**config.mk**
```make
export PLATFORM = sky130hd
export DESIGN_NAME = response_match_buffer
export DESIGN_NICKNAME = d
export VERILOG_FILES = /design/src/sv/rmb_pkg.sv /design/src/sv/rmb_ram.sv /design/src/sv/rmb_slots.sv /design/src/sv/rmb_take.sv /design/src/sv/response_match_buffer.sv
export SDC_FILE = /design/constraint.sdc
export NUM_CORES = 2
export LEC_CHECK = 0
export ABC_AREA = 1
export BUFFER_PORTS_ARGS = -buffer_cell sky130_fd_sc_hd__buf_2
export CELL_PAD_IN_SITES_DETAIL_PLACEMENT = 0
export CELL_PAD_IN_SITES_GLOBAL_PLACEMENT = 1
export CORE_MARGIN = 2
export CORE_UTILIZATION = 45
export DETAILED_ROUTE_END_ITERATION = 7
export PLACE_DENSITY = 0.81
export SKIP_LAST_GASP = 1
export SLEW_MARGIN = 25
export SYNTH_ARGS = -nofsm -noshare
export SYNTH_HDL_FRONTEND = slang
export SYNTH_SLANG_ARGS = --single-unit
```
**constraint.sdc**
```tcl
create_clock -name clk -period 8.6 [get_ports clk]
set_input_delay 1.72 -clock clk [delete_from_list [all_inputs] [get_ports clk]]
set_output_delay 1.72 -clock clk [all_outputs]
set_load 0.02 [all_outputs]
```
**src/sv/rmb_pkg.sv**
```systemverilog
// rmb_pkg: shared types, sizes and codes for the response match buffer
// used by every module of the block except rmb_ram; depends on nothing
package rmb_pkg;

  localparam int PENDING_DEPTH = 8;
  localparam int PAYLOAD_MAX   = 32;

  localparam int SLOT_NUM   = PENDING_DEPTH + 1;
  localparam int SLOT_W     = $clog2(SLOT_NUM);
  localparam int PEND_IDX_W = (PENDING_DEPTH > 1) ? $clog2(PENDING_DEPTH) : 1;
  localparam int CNT_W      = $clog2(PENDING_DEPTH + 1);
  localparam int PAY_IDX_W  = (PAYLOAD_MAX > 1) ? $clog2(PAYLOAD_MAX) : 1;
  localparam int PAY_ADDR_W = SLOT_W + PAY_IDX_W;
  localparam int PAY_DEPTH  = SLOT_NUM * (2 ** PAY_IDX_W);
  localparam int LEN_W      = 6;
  localparam int CFG_IDX_W  = 2;

  localparam logic [LEN_W-1:0] PAYLOAD_MAX_LEN = LEN_W'(PAYLOAD_MAX);
  localparam logic [CNT_W-1:0] PENDING_FULL    = CNT_W'(PENDING_DEPTH);

  // action codes
  localparam logic [1:0] ACT_HEADER = 2'd0;
  localparam logic [1:0] ACT_BYTE   = 2'd1;
  localparam logic [1:0] ACT_TAKE   = 2'd2;

  // register indexes
  localparam logic [CFG_IDX_W-1:0] REG_PUSH_SET   = 2'd0;
  localparam logic [CFG_IDX_W-1:0] REG_PUSH_PARAM = 2'd1;
  localparam logic [CFG_IDX_W-1:0] REG_PUSH_CALIB = 2'd2;

  // register reset values
  localparam logic [7:0] PUSH_SET_RST   = 8'h0E;
  localparam logic [7:0] PUSH_PARAM_RST = 8'h08;
  localparam logic [7:0] PUSH_CALIB_RST = 8'h10;

  typedef struct packed {
    logic [1:0]       action;
    logic [15:0]      seq;
    logic [7:0]       command_set;
    logic [7:0]       command_id;
    logic             is_response;
    logic [LEN_W-1:0] msg_length;
    logic [7:0]       payload_byte;
    logic [7:0]       out_limit;
  } in_data_t;

  typedef struct packed {
    logic             kind;
    logic             found;
    logic [7:0]       code;
    logic             code_missing;
    logic [LEN_W-1:0] out_length;
    logic [7:0]       data_byte;
    logic             last;
  } out_data_t;

  typedef struct packed {
    logic [15:0]      seq;
    logic [7:0]       cset;
    logic [7:0]       cid;
    logic [LEN_W-1:0] length;
  } key_word_t;

  typedef struct packed {
    logic                  remove;
    logic [PEND_IDX_W-1:0] pos;
  } take_rm_t;

  typedef struct packed {
    logic [PENDING_DEPTH-1:0][SLOT_W-1:0] order;
    logic [CNT_W-1:0]                     count;
    logic [SLOT_W-1:0]                    build_slot;
  } slot_stat_t;

  typedef enum logic [2:0] {
    TK_IDLE,
    TK_READ,
    TK_CMP,
    TK_CODE,
    TK_STAT,
    TK_BYTE
  } take_state_t;

endpackage

```
**src/sv/rmb_ram.sv**
```systemverilog
// rmb_ram: generic single write, single read ram with registered read data
// no dependencies
module rmb_ram #(
  parameter int WIDTH = 8,
  parameter int DEPTH = 2
) (
  input  logic                     clk,
  input  logic                     we,
  input  logic [$clog2(DEPTH)-1:0] waddr,
  input  logic [WIDTH-1:0]         wdata,
  input  logic                     re,
  input  logic [$clog2(DEPTH)-1:0] raddr,
  output logic [WIDTH-1:0]         rdata
);

  logic [WIDTH-1:0] mem [DEPTH];
  logic [WIDTH-1:0] rdata_r;

  always_ff @(posedge clk) begin
    if (we) begin
      mem[waddr] <= wdata;
    end
    if (re) begin
      rdata_r <= mem[raddr];
    end
  end

  assign rdata = rdata_r;

endmodule

```
**src/sv/rmb_slots.sv**
```systemverilog
// rmb_slots: age order of pending entries over physical ram slots, plus the spare build slot
// depends on rmb_pkg
module rmb_slots (
  input  logic                clk,
  input  logic                rst_n,
  input  logic                append,
  input  rmb_pkg::take_rm_t   rm,
  output rmb_pkg::slot_stat_t stat
);

  logic [rmb_pkg::PENDING_DEPTH-1:0][rmb_pkg::SLOT_W-1:0] order_r, order_nxt;
  logic [rmb_pkg::CNT_W-1:0]    count_r, count_nxt;
  logic [rmb_pkg::SLOT_NUM-1:0] used_r, used_nxt;
  logic [rmb_pkg::SLOT_W-1:0]   build_slot_r, build_slot_nxt;
  logic [rmb_pkg::SLOT_NUM-1:0] taken;
  logic [rmb_pkg::SLOT_W-1:0]   free_slot;

  always_comb begin
    order_nxt      = order_r;
    count_nxt      = count_r;
    used_nxt       = used_r;
    build_slot_nxt = build_slot_r;
    taken          = used_r;
    taken[build_slot_r] = 1'b1;
    // lowest slot neither pending nor under build
    free_slot = build_slot_r;
    for (int s = rmb_pkg::SLOT_NUM - 1; s >= 0; s--) begin
      if (!taken[s]) begin
        free_slot = rmb_pkg::SLOT_W'(s);
      end
    end
    if (append) begin
      if (count_r == rmb_pkg::PENDING_FULL) begin
        // full: oldest drops out, its slot becomes the new build slot
        for (int m = 0; m < rmb_pkg::PENDING_DEPTH - 1; m++) begin
          order_nxt[m] = order_r[m+1];
        end
        order_nxt[rmb_pkg::PENDING_DEPTH-1] = build_slot_r;
        used_nxt[order_r[0]]  = 1'b0;
        used_nxt[build_slot_r] = 1'b1;
        build_slot_nxt = order_r[0];
      end else begin
        order_nxt[count_r[rmb_pkg::PEND_IDX_W-1:0]] = build_slot_r;
        count_nxt = count_r + 1'b1;
        used_nxt[build_slot_r] = 1'b1;
        build_slot_nxt = free_slot;
      end
    end else if (rm.remove) begin
      for (int m = 0; m < rmb_pkg::PENDING_DEPTH - 1; m++) begin
        if (rmb_pkg::PEND_IDX_W'(m) >= rm.pos) begin
          order_nxt[m] = order_r[m+1];
        end
      end
      used_nxt[order_r[rm.pos]] = 1'b0;
      count_nxt = count_r - 1'b1;
    end
  end

  always_ff @(posedge clk) begin
    if (!rst_n) begin
      order_r      <= '0;
      count_r      <= '0;
      used_r       <= '0;
      build_slot_r <= '0;
    end else begin
      order_r      <= order_nxt;
      count_r      <= count_nxt;
      used_r       <= used_nxt;
      build_slot_r <= build_slot_nxt;
    end
  end

  assign stat.order      = order_r;
  assign stat.count      = count_r;
  assign stat.build_slot = build_slot_r;

endmodule

```
**src/sv/rmb_take.sv**
```systemverilog
// rmb_take: take sequencer, scans keys oldest first and streams the matching payload
// depends on rmb_pkg; drives the read ports of the key and payload rams
module rmb_take (
  input  logic                                clk,
  input  logic                                rst_n,
  input  logic                                take_go,
  input  rmb_pkg::in_data_t                   in_key,
  input  rmb_pkg::slot_stat_t                 stat,
  input  rmb_pkg::key_word_t                  key_rdata,
  input  logic [7:0]                          pay_rdata,
  output logic                                key_re,
  output logic [rmb_pkg::SLOT_W-1:0]          key_raddr,
  output logic                                pay_re,
  output logic [rmb_pkg::PAY_ADDR_W-1:0]      pay_raddr,
  output rmb_pkg::take_rm_t                   rm,
  output logic                                busy,
  output logic                                out_valid,
  output rmb_pkg::out_data_t                  out_data
);

  rmb_pkg::take_state_t state_r, state_nxt;

  logic [rmb_pkg::CNT_W-1:0]      k_r;
  logic [15:0]                    key_seq_r;
  logic [7:0]                     key_set_r;
  logic [7:0]                     key_id_r;
  logic [7:0]                     lim_r;
  logic [rmb_pkg::SLOT_W-1:0]     slot_r;
  logic [rmb_pkg::PEND_IDX_W-1:0] pos_r;
  logic [rmb_pkg::LEN_W-1:0]      elen_r;
  logic [rmb_pkg::LEN_W-1:0]      n_r;
  logic [rmb_pkg::LEN_W-1:0]      j_r;
  logic                           out_valid_r, out_valid_nxt;
  rmb_pkg::out_data_t             out_data_r, out_data_nxt;

  logic [rmb_pkg::SLOT_W-1:0] cur_slot;
  logic                       miss;
  logic                       hit;
  logic [rmb_pkg::LEN_W-1:0]  n_calc;
  logic [rmb_pkg::LEN_W-1:0]  j_inc;
  logic                       last_byte;

  assign cur_slot  = stat.order[k_r[rmb_pkg::PEND_IDX_W-1:0]];
  assign miss      = (k_r >= stat.count);
  assign hit       = (key_rdata.seq == key_seq_r) && (key_rdata.cset == key_set_r) &&
                     (key_rdata.cid == key_id_r);
  assign n_calc    = (8'(key_rdata.length) > lim_r) ? lim_r[rmb_pkg::LEN_W-1:0]
                                                    : key_rdata.length;
  assign j_inc     = j_r + 1'b1;
  assign last_byte = (j_inc == n_r);

  // next state
  always_comb begin
    state_nxt = state_r;
    unique case (state_r)
      rmb_pkg::TK_IDLE: begin
        if (take_go) begin
          state_nxt = rmb_pkg::TK_READ;
        end
      end
      rmb_pkg::TK_READ: begin
        state_nxt = miss ? rmb_pkg::TK_IDLE : rmb_pkg::TK_CMP;
      end
      rmb_pkg::TK_CMP: begin
        state_nxt = hit ? rmb_pkg::TK_CODE : rmb_pkg::TK_READ;
      end
      rmb_pkg::TK_CODE: begin
        state_nxt = rmb_pkg::TK_STAT;
      end
      rmb_pkg::TK_STAT: begin
        state_nxt = (n_r == '0) ? rmb_pkg::TK_IDLE : rmb_pkg::TK_BYTE;
      end
      rmb_pkg::TK_BYTE: begin
        state_nxt = last_byte ? rmb_pkg::TK_IDLE : rmb_pkg::TK_BYTE;
      end
      default: begin
        state_nxt = rmb_pkg::TK_IDLE;
      end
    endcase
  end

  // outputs
  always_comb begin
    key_re        = 1'b0;
    key_raddr     = cur_slot;
    pay_re        = 1'b0;
    pay_raddr     = {slot_r, rmb_pkg::PAY_IDX_W'(0)};
    rm.remove     = 1'b0;
    rm.pos        = pos_r;
    out_valid_nxt = 1'b0;
    out_data_nxt  = '0;
    unique case (state_r)
      rmb_pkg::TK_IDLE: begin
      end
      rmb_pkg::TK_READ: begin
        if (miss) begin
          out_valid_nxt     = 1'b1;
          out_data_nxt.last = 1'b1;
        end else begin
          key_re = 1'b1;
        end
      end
      rmb_pkg::TK_CMP: begin
      end
      rmb_pkg::TK_CODE: begin
        pay_re = 1'b1;
      end
      rmb_pkg::TK_STAT: begin
        out_valid_nxt             = 1'b1;
        out_data_nxt.found        = 1'b1;
        out_data_nxt.code         = (elen_r != '0) ? pay_rdata : 8'd0;
        out_data_nxt.code_missing = (elen_r == '0);
        out_data_nxt.out_length   = n_r;
        out_data_nxt.last         = (n_r == '0);
        pay_re                    = 1'b1;
        rm.remove                 = (n_r == '0);
      end
      rmb_pkg::TK_BYTE: begin
        out_valid_nxt          = 1'b1;
        out_data_nxt.kind      = 1'b1;
        out_data_nxt.found     = 1'b1;
        out_data_nxt.data_byte = pay_rdata;
        out_data_nxt.last      = last_byte;
        pay_re                 = 1'b1;
        pay_raddr              = {slot_r, j_inc[rmb_pkg::PAY_IDX_W-1:0]};
        rm.remove              = last_byte;
      end
      default: begin
      end
    endcase
  end

  always_ff @(posedge clk) begin
    if (!rst_n) begin
      state_r     <= rmb_pkg::TK_IDLE;
      k_r         <= '0;
      out_valid_r <= 1'b0;
    end else begin
      state_r     <= state_nxt;
      out_valid_r <= out_valid_nxt;
      if (state_r == rmb_pkg::TK_IDLE) begin
        k_r <= '0;
      end else if (state_r == rmb_pkg::TK_CMP && !hit) begin
        k_r <= k_r + 1'b1;
      end
    end
  end

  always_ff @(posedge clk) begin
    out_data_r <= out_data_nxt;
    if (state_r == rmb_pkg::TK_IDLE && take_go) begin
      key_seq_r <= in_key.seq;
      key_set_r <= in_key.command_set;
      key_id_r  <= in_key.command_id;
      lim_r     <= in_key.out_limit;
    end
    if (state_r == rmb_pkg::TK_CMP && hit) begin
      slot_r <= cur_slot;
      pos_r  <= k_r[rmb_pkg::PEND_IDX_W-1:0];
      elen_r <= key_rdata.length;
      n_r    <= n_calc;
    end
    if (state_r == rmb_pkg::TK_STAT) begin
      j_r <= '0;
    end else if (state_r == rmb_pkg::TK_BYTE) begin
      j_r <= j_inc;
    end
  end

  assign busy      = (state_r != rmb_pkg::TK_IDLE);
  assign out_valid = out_valid_r;
  assign out_data  = out_data_r;

endmodule

```
**src/sv/response_match_buffer.sv**
```systemverilog
// response_match_buffer: top level, message assembly, push filtering and config registers
// depends on rmb_pkg, rmb_ram, rmb_slots and rmb_take
//
// usage
//   input words go in on in_data with start; a word is taken when start is high and busy
//   is low. action header opens a message, action byte adds one payload byte, action take
//   asks for the oldest buffered response whose seq, set and id match.
//   header and byte words leave busy low, so one can follow every cycle while no take
//   runs. a completed response is written to a free ram slot; push messages and
//   non-response frames are dropped, and a full buffer drops its oldest entry.
//   a take holds busy high while it runs: for each entry scanned it reads the key ram,
//   then compares; on a match it fetches the code byte, then streams the payload bytes.
//   the key ram's registered read data is why the scan loop has a read step and then a
//   compare step for each entry. results leave on out_data, one cycle each, strobed by
//   out_valid in the cycle after the sequencer step that made them; the receiver cannot
//   stall, and last marks the final word of a take.
//   config writes use cfg_valid/cfg_ready (always ready), indexes 0..2; others are ignored.
//   reset (rst_n low, synchronous) empties the buffer and drops any partial message; the
//   rams are not cleared, since data read from a location never written is never used.
module response_match_buffer (
  input  logic                              clk,
  input  logic                              rst_n,
  input  logic                              start,
  output logic                              busy,
  input  rmb_pkg::in_data_t                 in_data,
  output logic                              out_valid,
  output rmb_pkg::out_data_t                out_data,
  input  logic                              cfg_valid,
  output logic                              cfg_ready,
  input  logic [rmb_pkg::CFG_IDX_W-1:0]     cfg_index,
  input  logic [7:0]                        cfg_data
);

  // push filter registers
  logic [7:0] push_set_r;
  logic [7:0] push_param_r;
  logic [7:0] push_calib_r;

  // message under assembly
  rmb_pkg::key_word_t        bld_key_r;
  logic                      bld_resp_r;
  logic [rmb_pkg::LEN_W-1:0] bld_idx_r;
  logic                      bld_active_r;

  logic                      acc;
  logic                      hdr_go;
  logic                      byte_go;
  logic                      take_go;
  logic [rmb_pkg::LEN_W-1:0] len_sat;
  logic [rmb_pkg::LEN_W-1:0] idx_inc;
  logic                      hdr_done;
  logic                      byte_done;
  rmb_pkg::key_word_t        disp_key;
  logic                      disp_resp;
  logic                      is_push;
  logic                      keep;

  rmb_pkg::slot_stat_t slot_stat;
  rmb_pkg::take_rm_t   take_rm;

  logic                           key_re;
  logic [rmb_pkg::SLOT_W-1:0]     key_raddr;
  rmb_pkg::key_word_t             key_rdata;
  logic                           pay_re;
  logic [rmb_pkg::PAY_ADDR_W-1:0] pay_raddr;
  logic [rmb_pkg::PAY_ADDR_W-1:0] pay_waddr;
  logic [7:0]                     pay_rdata;

  assign cfg_ready = 1'b1;

  always_ff @(posedge clk) begin
    if (!rst_n) begin
      push_set_r   <= rmb_pkg::PUSH_SET_RST;
      push_param_r <= rmb_pkg::PUSH_PARAM_RST;
      push_calib_r <= rmb_pkg::PUSH_CALIB_RST;
    end else if (cfg_valid) begin
      unique case (cfg_index)
        rmb_pkg::REG_PUSH_SET:   push_set_r   <= cfg_data;
        rmb_pkg::REG_PUSH_PARAM: push_param_r <= cfg_data;
        rmb_pkg::REG_PUSH_CALIB: push_calib_r <= cfg_data;
        default: begin
        end
      endcase
    end
  end

  // word decode
  assign acc     = start && !busy;
  assign hdr_go  = acc && (in_data.action == rmb_pkg::ACT_HEADER);
  assign byte_go = acc && (in_data.action == rmb_pkg::ACT_BYTE) && bld_active_r &&
                   (bld_idx_r < rmb_pkg::PAYLOAD_MAX_LEN);
  assign take_go = acc && (in_data.action == rmb_pkg::ACT_TAKE);

  // over-long messages are cut at the payload limit
  assign len_sat = (in_data.msg_length > rmb_pkg::PAYLOAD_MAX_LEN) ?
                   rmb_pkg::PAYLOAD_MAX_LEN : in_data.msg_length;
  assign idx_inc = bld_idx_r + 1'b1;

  // a message completes at an empty header or at its last payload byte
  assign hdr_done  = hdr_go && (len_sat == '0);
  assign byte_done = byte_go && (idx_inc >= bld_key_r.length);

  always_comb begin
    if (hdr_go) begin
      disp_key.seq    = in_data.seq;
      disp_key.cset   = in_data.command_set;
      disp_key.cid    = in_data.command_id;
      disp_key.length = len_sat;
      disp_resp       = in_data.is_response;
    end else begin
      disp_key  = bld_key_r;
      disp_resp = bld_resp_r;
    end
  end

  assign is_push = (disp_key.cset == push_set_r) &&
                   ((disp_key.cid == push_param_r) || (disp_key.cid == push_calib_r));
  assign keep    = (hdr_done || byte_done) && disp_resp && !is_push;

  always_ff @(posedge clk) begin
    if (!rst_n) begin
      bld_key_r    <= '0;
      bld_resp_r   <= 1'b0;
      bld_idx_r    <= '0;
      bld_active_r <= 1'b0;
    end else if (hdr_go) begin
      bld_key_r    <= disp_key;
      bld_resp_r   <= in_data.is_response;
      bld_idx_r    <= '0;
      bld_active_r <= (len_sat != '0);
    end else if (byte_go) begin
      if (byte_done) begin
        bld_idx_r    <= '0;
        bld_active_r <= 1'b0;
      end else begin
        bld_idx_r <= idx_inc;
      end
    end
  end

  // payload bytes land straight in the spare slot; on keep that slot joins the queue
  assign pay_waddr = {slot_stat.build_slot, bld_idx_r[rmb_pkg::PAY_IDX_W-1:0]};

  rmb_ram #(
    .WIDTH ($bits(rmb_pkg::key_word_t)),
    .DEPTH (rmb_pkg::SLOT_NUM)
  ) u_key_ram (
    .clk   (clk),
    .we    (keep),
    .waddr (slot_stat.build_slot),
    .wdata (disp_key),
    .re    (key_re),
    .raddr (key_raddr),
    .rdata (key_rdata)
  );

  rmb_ram #(
    .WIDTH (8),
    .DEPTH (rmb_pkg::PAY_DEPTH)
  ) u_pay_ram (
    .clk   (clk),
    .we    (byte_go),
    .waddr (pay_waddr),
    .wdata (in_data.payload_byte),
    .re    (pay_re),
    .raddr (pay_raddr),
    .rdata (pay_rdata)
  );

  rmb_slots u_slots (
    .clk    (clk),
    .rst_n  (rst_n),
    .append (keep),
    .rm     (take_rm),
    .stat   (slot_stat)
  );

  rmb_take u_take (
    .clk       (clk),
    .rst_n     (rst_n),
    .take_go   (take_go),
    .in_key    (in_data),
    .stat      (slot_stat),
    .key_rdata (key_rdata),
    .pay_rdata (pay_rdata),
    .key_re    (key_re),
    .key_raddr (key_raddr),
    .pay_re    (pay_re),
    .pay_raddr (pay_raddr),
    .rm        (take_rm),
    .busy      (busy),
    .out_valid (out_valid),
    .out_data  (out_data)
  );

endmodule
```
# Word-level counts from Yosys, hierarchy flattened
# Memories as Yosys holds them, arrays and structs flattened. A register that Yosys moved wholly into a read port is not among the register bits.
# Cells that the tools add are included.
# classes
shift	0
muxes	67
eq_ne	20
addsub	5
reduce_logical	62
mul	0
n_lt_le_gt_ge	22
bitwise	7
n_div	0
# ops
operator	n
4-bit two-way mux	23
28-bit two-way mux	2
8-bit equality test	5
38-bit two-way mux	1
32-bit bitwise mux	1
32-bit two-way mux	1
2-bit AND reduction	14
9-bit two-way mux	3
4-bit binary-select mux with 3-bit select	2
1-bit logical AND	20
2-bit nonzero test	10
9-bit bitwise AND	2
6-bit logical NOT	3
6-bit two-way mux	3
9-bit inverter	2
9-bit bitwise OR	2
3-bit one-hot mux with 6 select lines	1
1-bit two-way mux	17
16-bit equality test	1
4-bit by 5-bit < comparator with 1-bit output (second input constant)	3
6-bit by 1-bit adder with 6-bit output (second input constant)	2
1-bit demux with 4-bit select	3
4-bit demux with 3-bit select	1
4-bit by 1-bit greater-or-equal comparator with 1-bit output (second input constant)	3
other kinds (36)	58
# word_totals
ramBits	2646
reg_bits	218
latch_bits	0
rom_bits	0
input_bits	71
memories	2
out_inout_bits	29
word_cells	225
# memory_table
memory	words	word_bits	read_ports	rd_ports_with_merged_regs	write_ports	line	text
u_pay_ram.mem	288	8	1	1	1	rmb_ram.sv:16	logic [WIDTH-1:0] mem [DEPTH];
u_key_ram.mem	9	38	1	1	1	rmb_ram.sv:16	

# Depth between registers and ports, before layout
# logic_depth
depth_word	15
depth_mapped	26
mapped_depth_nobuf	23

# Modules after synthesis
# A second synthesis with hierarchy kept.
# hier_totals
hier_cells	10721
hier_area_um2	120460.5
# modules_own_cells
mod	instances	cells_each	area_per_inst_um2	seq_area_each_um2
rmb_ram at u_pay_ram	1	7829	93672.3	69426.6
rmb_ram at u_key_ram	1	1382	15592.5	11410.9
rmb_take	1	456	4354.2	2572.5
response_match_buffer	1	537	3638.5	1401.3
rmb_slots	1	517	3203.1	980.9

# Worst setup path after synthesis
# No wires, ideal clock.
# synth_timing
path_type	input port to flip-flop
start	in in_data[56] (netlist bit)
end	mem u_key_ram.mem[8][0] (netlist bit), enable pin
path_buffers	3
path_stages	14
arrival_ps	7127
setup_ps	528
setup_slack_ps	945
path_cell_list	nor2_1 -> nand4_2 -> clkbuf_1 -> o21ai_0 -> nand2_1 -> nand2_1 -> nor2_1 -> nand2_1 -> nor2_1 -> nand2_2 -> nand2_1 -> buf_4 -> buf_4 -> nor4_1
# synth_lines
element	line	text
start: declaration	response_match_buffer.sv:25	input rmb_pkg::in_data_t in_data,
end: declaration	rmb_ram.sv:16	

==> impl_metrics.tcl <==
set metrics [dict create \
    synth_edf_count 2751 \
    ios 100 \
    clk_pin_slew_worst_paths_ns 0.06 \
    tightest_slew_ns 1.14 \
    dr.first_iter.drc_count 9277 \
    ys_async_sr_fraction 0 \
    hold_viol 0 \
    seqCellArea_um2 85800 \
    syn_nets 11100 \
    fin_tns_setup_ns 0 \
    period_minus_slack_ns 5.92 \
    dp_slack_ns 1.50 \
    core_um2 273000 \
    ys_ff_latch 2910 \
    rsz0062_at_grt "no" \
    drive_gt1_frac 0.0789 \
    final_cells 14700 \
    ir_drop_mv 0.214 \
    drv_slew 0 \
    vias_per_cell 5.54 \
    syn_area_um2 123000 \
    cts_sinks 2910 \
    timing.fmax_ghz 0.169 \
    final_cell_area_um2 136000 \
    antenna_found_initial 2 \
    dp_hpwl_um 190000 \
    dieArea_um2 278000 \
    multi_input_area_um2 29400 \
    ys.warnings.count 0 \
    max-cap-violations 0 \
    start_kind "input port" \
    setup-violations-final 0 \
    worstSetupEndpointType "flip-flop" \
    maxSlewHeadroom 0.233 \
    gp_congestion 0.877 \
    synth_area_leaders "edfxtp_1 67%, nand2_1 6.7%, nand3_1 5.9%" \
    cts_root_buf "clkbuf_16" \
    ys_types 52 \
    fp-row-count 192 \
    start_util 0.451 \
    synth.avg_cell_area_um2 11.2 \
    fin_worst_skew_ns 0.0663 \
    rr_startpoint "u_take.state_r[2]$_SDFFE_PN0P_" \
    cp.required_ns 9.21 \
    area_growth_syn_to_layout_pct 10.9 \
    drt.antenna.violating_nets 0 \
    cts_buffers 315 \
    status "finished, final reports clean" \
    insertion_delay_ns 0.95 \
    nets 11000 \
    critPathKind "input port to flip-flop" \
    grt_overflow 0 \
    post_drt_wl_per_cell_um 22.4 \
    h-tree-depth 5 \
    grt_pass1_vias 77700 \
    via_count 81400 \
    critPathArrivalTime_ns 6.53 \
    drc_errors 0 \
    grt_max_degree 219 \
    synthFlopType "edfxtp_1" \
    placed_area_um2 127000 \
    fillers 23600 \
    grt_use_total 0.232 \
    finalCritPeriodShare 0.689 \
    p_per_area_nw_per_um2 212 \
    hold_buffers 0 \
    leakage_nw 50.8 \
    drt_first_pass_iters 7 \
    die_h_um 527 \
    yosysSeqAreaShare 0.697 \
    synth_top_area_frac 0.671 \
    setup_ws_ns 2.68 \
    finalWirelength_um 329000 \
    startpoint "in_data[56]" \
    worstHoldStart "u_slots.used_r[4]$_SDFFE_PN0N_" \
    timing.hold.ws_ns 0.476 \
    hold_path_class "flip-flop to flip-flop" \
    cts_tree "built" \
    clock_path_buffers 4 \
    post-cts-setup-buffer-count 0 \
    cts_resized 0 \
    die_width_um 527 \
    port_buffers 98 \
    postSynthCellCount 11000 \
    dp_cells 14100 \
    grt_pass1_wl_um 491000 \
    yosys.area.top_type "edfxtp_1" \
    crit_fanout 27 \
]
## report_power, final
group / total [mW] / internal [mW] / switching [mW]
combinational: 0.425 / 0.0605 / 0.365
clock: 13.0 / 7.62 / 5.42
sequential: 15.5 / 15.5 / 0.0105
total: 29.0 / 23.2 / 5.80
## path summary, 6_finish.rpt
path                                                        to  slack, ns  depth (start not counted)
worst max register to register    u_pay_ram.rdata[5]$_DFFE_PP_       3.16                         17
worst min register to register  u_slots.used_r[4]$_SDFFE_PN0N_       0.48                          2
worst min-delay path            u_slots.used_r[4]$_SDFFE_PN0N_       0.48                          2
worst max-delay path             u_key_ram.mem[0][2]$_DFFE_PP_       2.68                         13
## synth_stat cells (8+ instances only)
master,number
nand4_1,30
nand3b_1,13
buf_1,61
nor3_1,28
buf_4,44
nor2_1,784
o311ai_0,29
clkbuf_1,407
edfxtp_1,2751
nand3_1,1462
buf_2,138
ha_1,24
o31ai_1,34
o22ai_1,25
inv_2,10
nand2_1,2210
or2_2,166
o21ai_0,285
inv_1,1401
a21oi_1,87
o21ai_1,16
xnor2_1,20
dfxtp_1,159
or2_0,28
o221ai_1,57
o211ai_1,642
xor2_1,17
nor4_1,8
## registers in the layout (all words and copies together) (netlist names), 8 cells and up
signal	flops
bld_key_r	38
push_calib_r	8
u_take.out_data	26
u_pay_ram.rdata	8
u_take.key_id_r	8
u_take.key_seq_r	16
u_key_ram.rdata	38
push_param_r	8
u_pay_ram.mem	2304
u_take.lim_r	8
u_slots.stat	32
u_take.key_set_r	8
u_key_ram.mem	342
push_set_r	8
u_slots.used_r	9
## cell usage in the layout, fill, tap and decap left out, types with 19 or more instances in the layout
| cell | netlist | final |
|---|---|---|
| edfxtp_1 | 2751 | 2751 |
| nand2_1 | 2210 | 2206 |
| nand3_1 | 1462 | 1462 |
| inv_1 | 1401 | 1393 |
| nor2_1 | 784 | 775 |
| o211ai_1 | 642 | 642 |
| clkbuf_16 | 0 | 319 |
| o21ai_0 | 285 | 283 |
| or2_2 | 166 | 166 |
| dfxtp_1 | 159 | 159 |
| buf_4 | 44 | 91 |
| buf_2 | 138 | 90 |
| a21oi_1 | 87 | 87 |
| clkinv_1 | 5 | 70 |
| clkinv_2 | 0 | 65 |
| o221ai_1 | 57 | 57 |
| clkbuf_1 | 407 | 50 |
| o31ai_1 | 34 | 34 |
| nand4_1 | 30 | 30 |
| o311ai_0 | 29 | 29 |
| or2_0 | 28 | 28 |
| bufinv_16 | 0 | 28 |
| o22ai_1 | 25 | 25 |
| ha_1 | 24 | 24 |
| xnor2_1 | 20 | 20 |
| nor3_1 | 28 | 20 |
| buf_12 | 0 | 19 |
## through the flow
step | total power [mW] | utilization
floorplan | 15.9 | -
global placement | 16.2 | 0.464
detailed placement | 16.3 | 0.464
CTS | 29.1 | 0.500
global route | 29.7 | 0.500
finish | 29.0 | 0.500
## worst max-delay path: stages
cell,delay (ns)
buf_2,0.11
nor2_1,0.16
nand4_2,0.70
o21ai_0,1.09
nand2_1,0.10
nand2_1,0.13
nor2_1,0.06
nand2_1,0.06
nor2_1,0.05
nand2_2,0.43
nand2_2,0.57
nor2_4,0.91
buf_4,0.37
## layer usage
| layer | routed length, µm | global-route usage | vias to the layer above |
|---|---|---|---|
| li1 | - | - | 37700 |
| met1 | 137000 | 0.319 | 39800 |
| met2 | 155000 | 0.377 | 3392 |
| met3 | 26300 | 0.0386 | 559 |
| met4 | 10700 | 0.0739 | 2 |
| met5 | 254 | 0 | - |
## kinds of logic (layout without fill, tap and decap cells)
logic type | count (synthesis) | count (layout) | synth area share
flops | 2910 | 2910 | 0.697
simple gates | 4750 | 4750 | 0.166
other cells | 1 | 5 | 0.0000305
fa+ha+maj | 25 | 25 | 0.00260
buf+inv | 2067 | 2177 | 0.0658
mux | 1 | 1 | 0.0000813
xor+xnor | 37 | 37 | 0.00263
compound gates | 1198 | 1198 | 0.0659
## area by class of cell
cell class	count	share of cell area
clock buffer	370	0.0600
clock inverter	179	0.0118
antenna	4	0.0000733
tap	3589	0.0329
inverter	1416	0.0391
sequential	2910	0.629
timing repair buffer	212	0.0124
multi-input combinational	6012	0.215
Power figures use the tool's default switching activity.
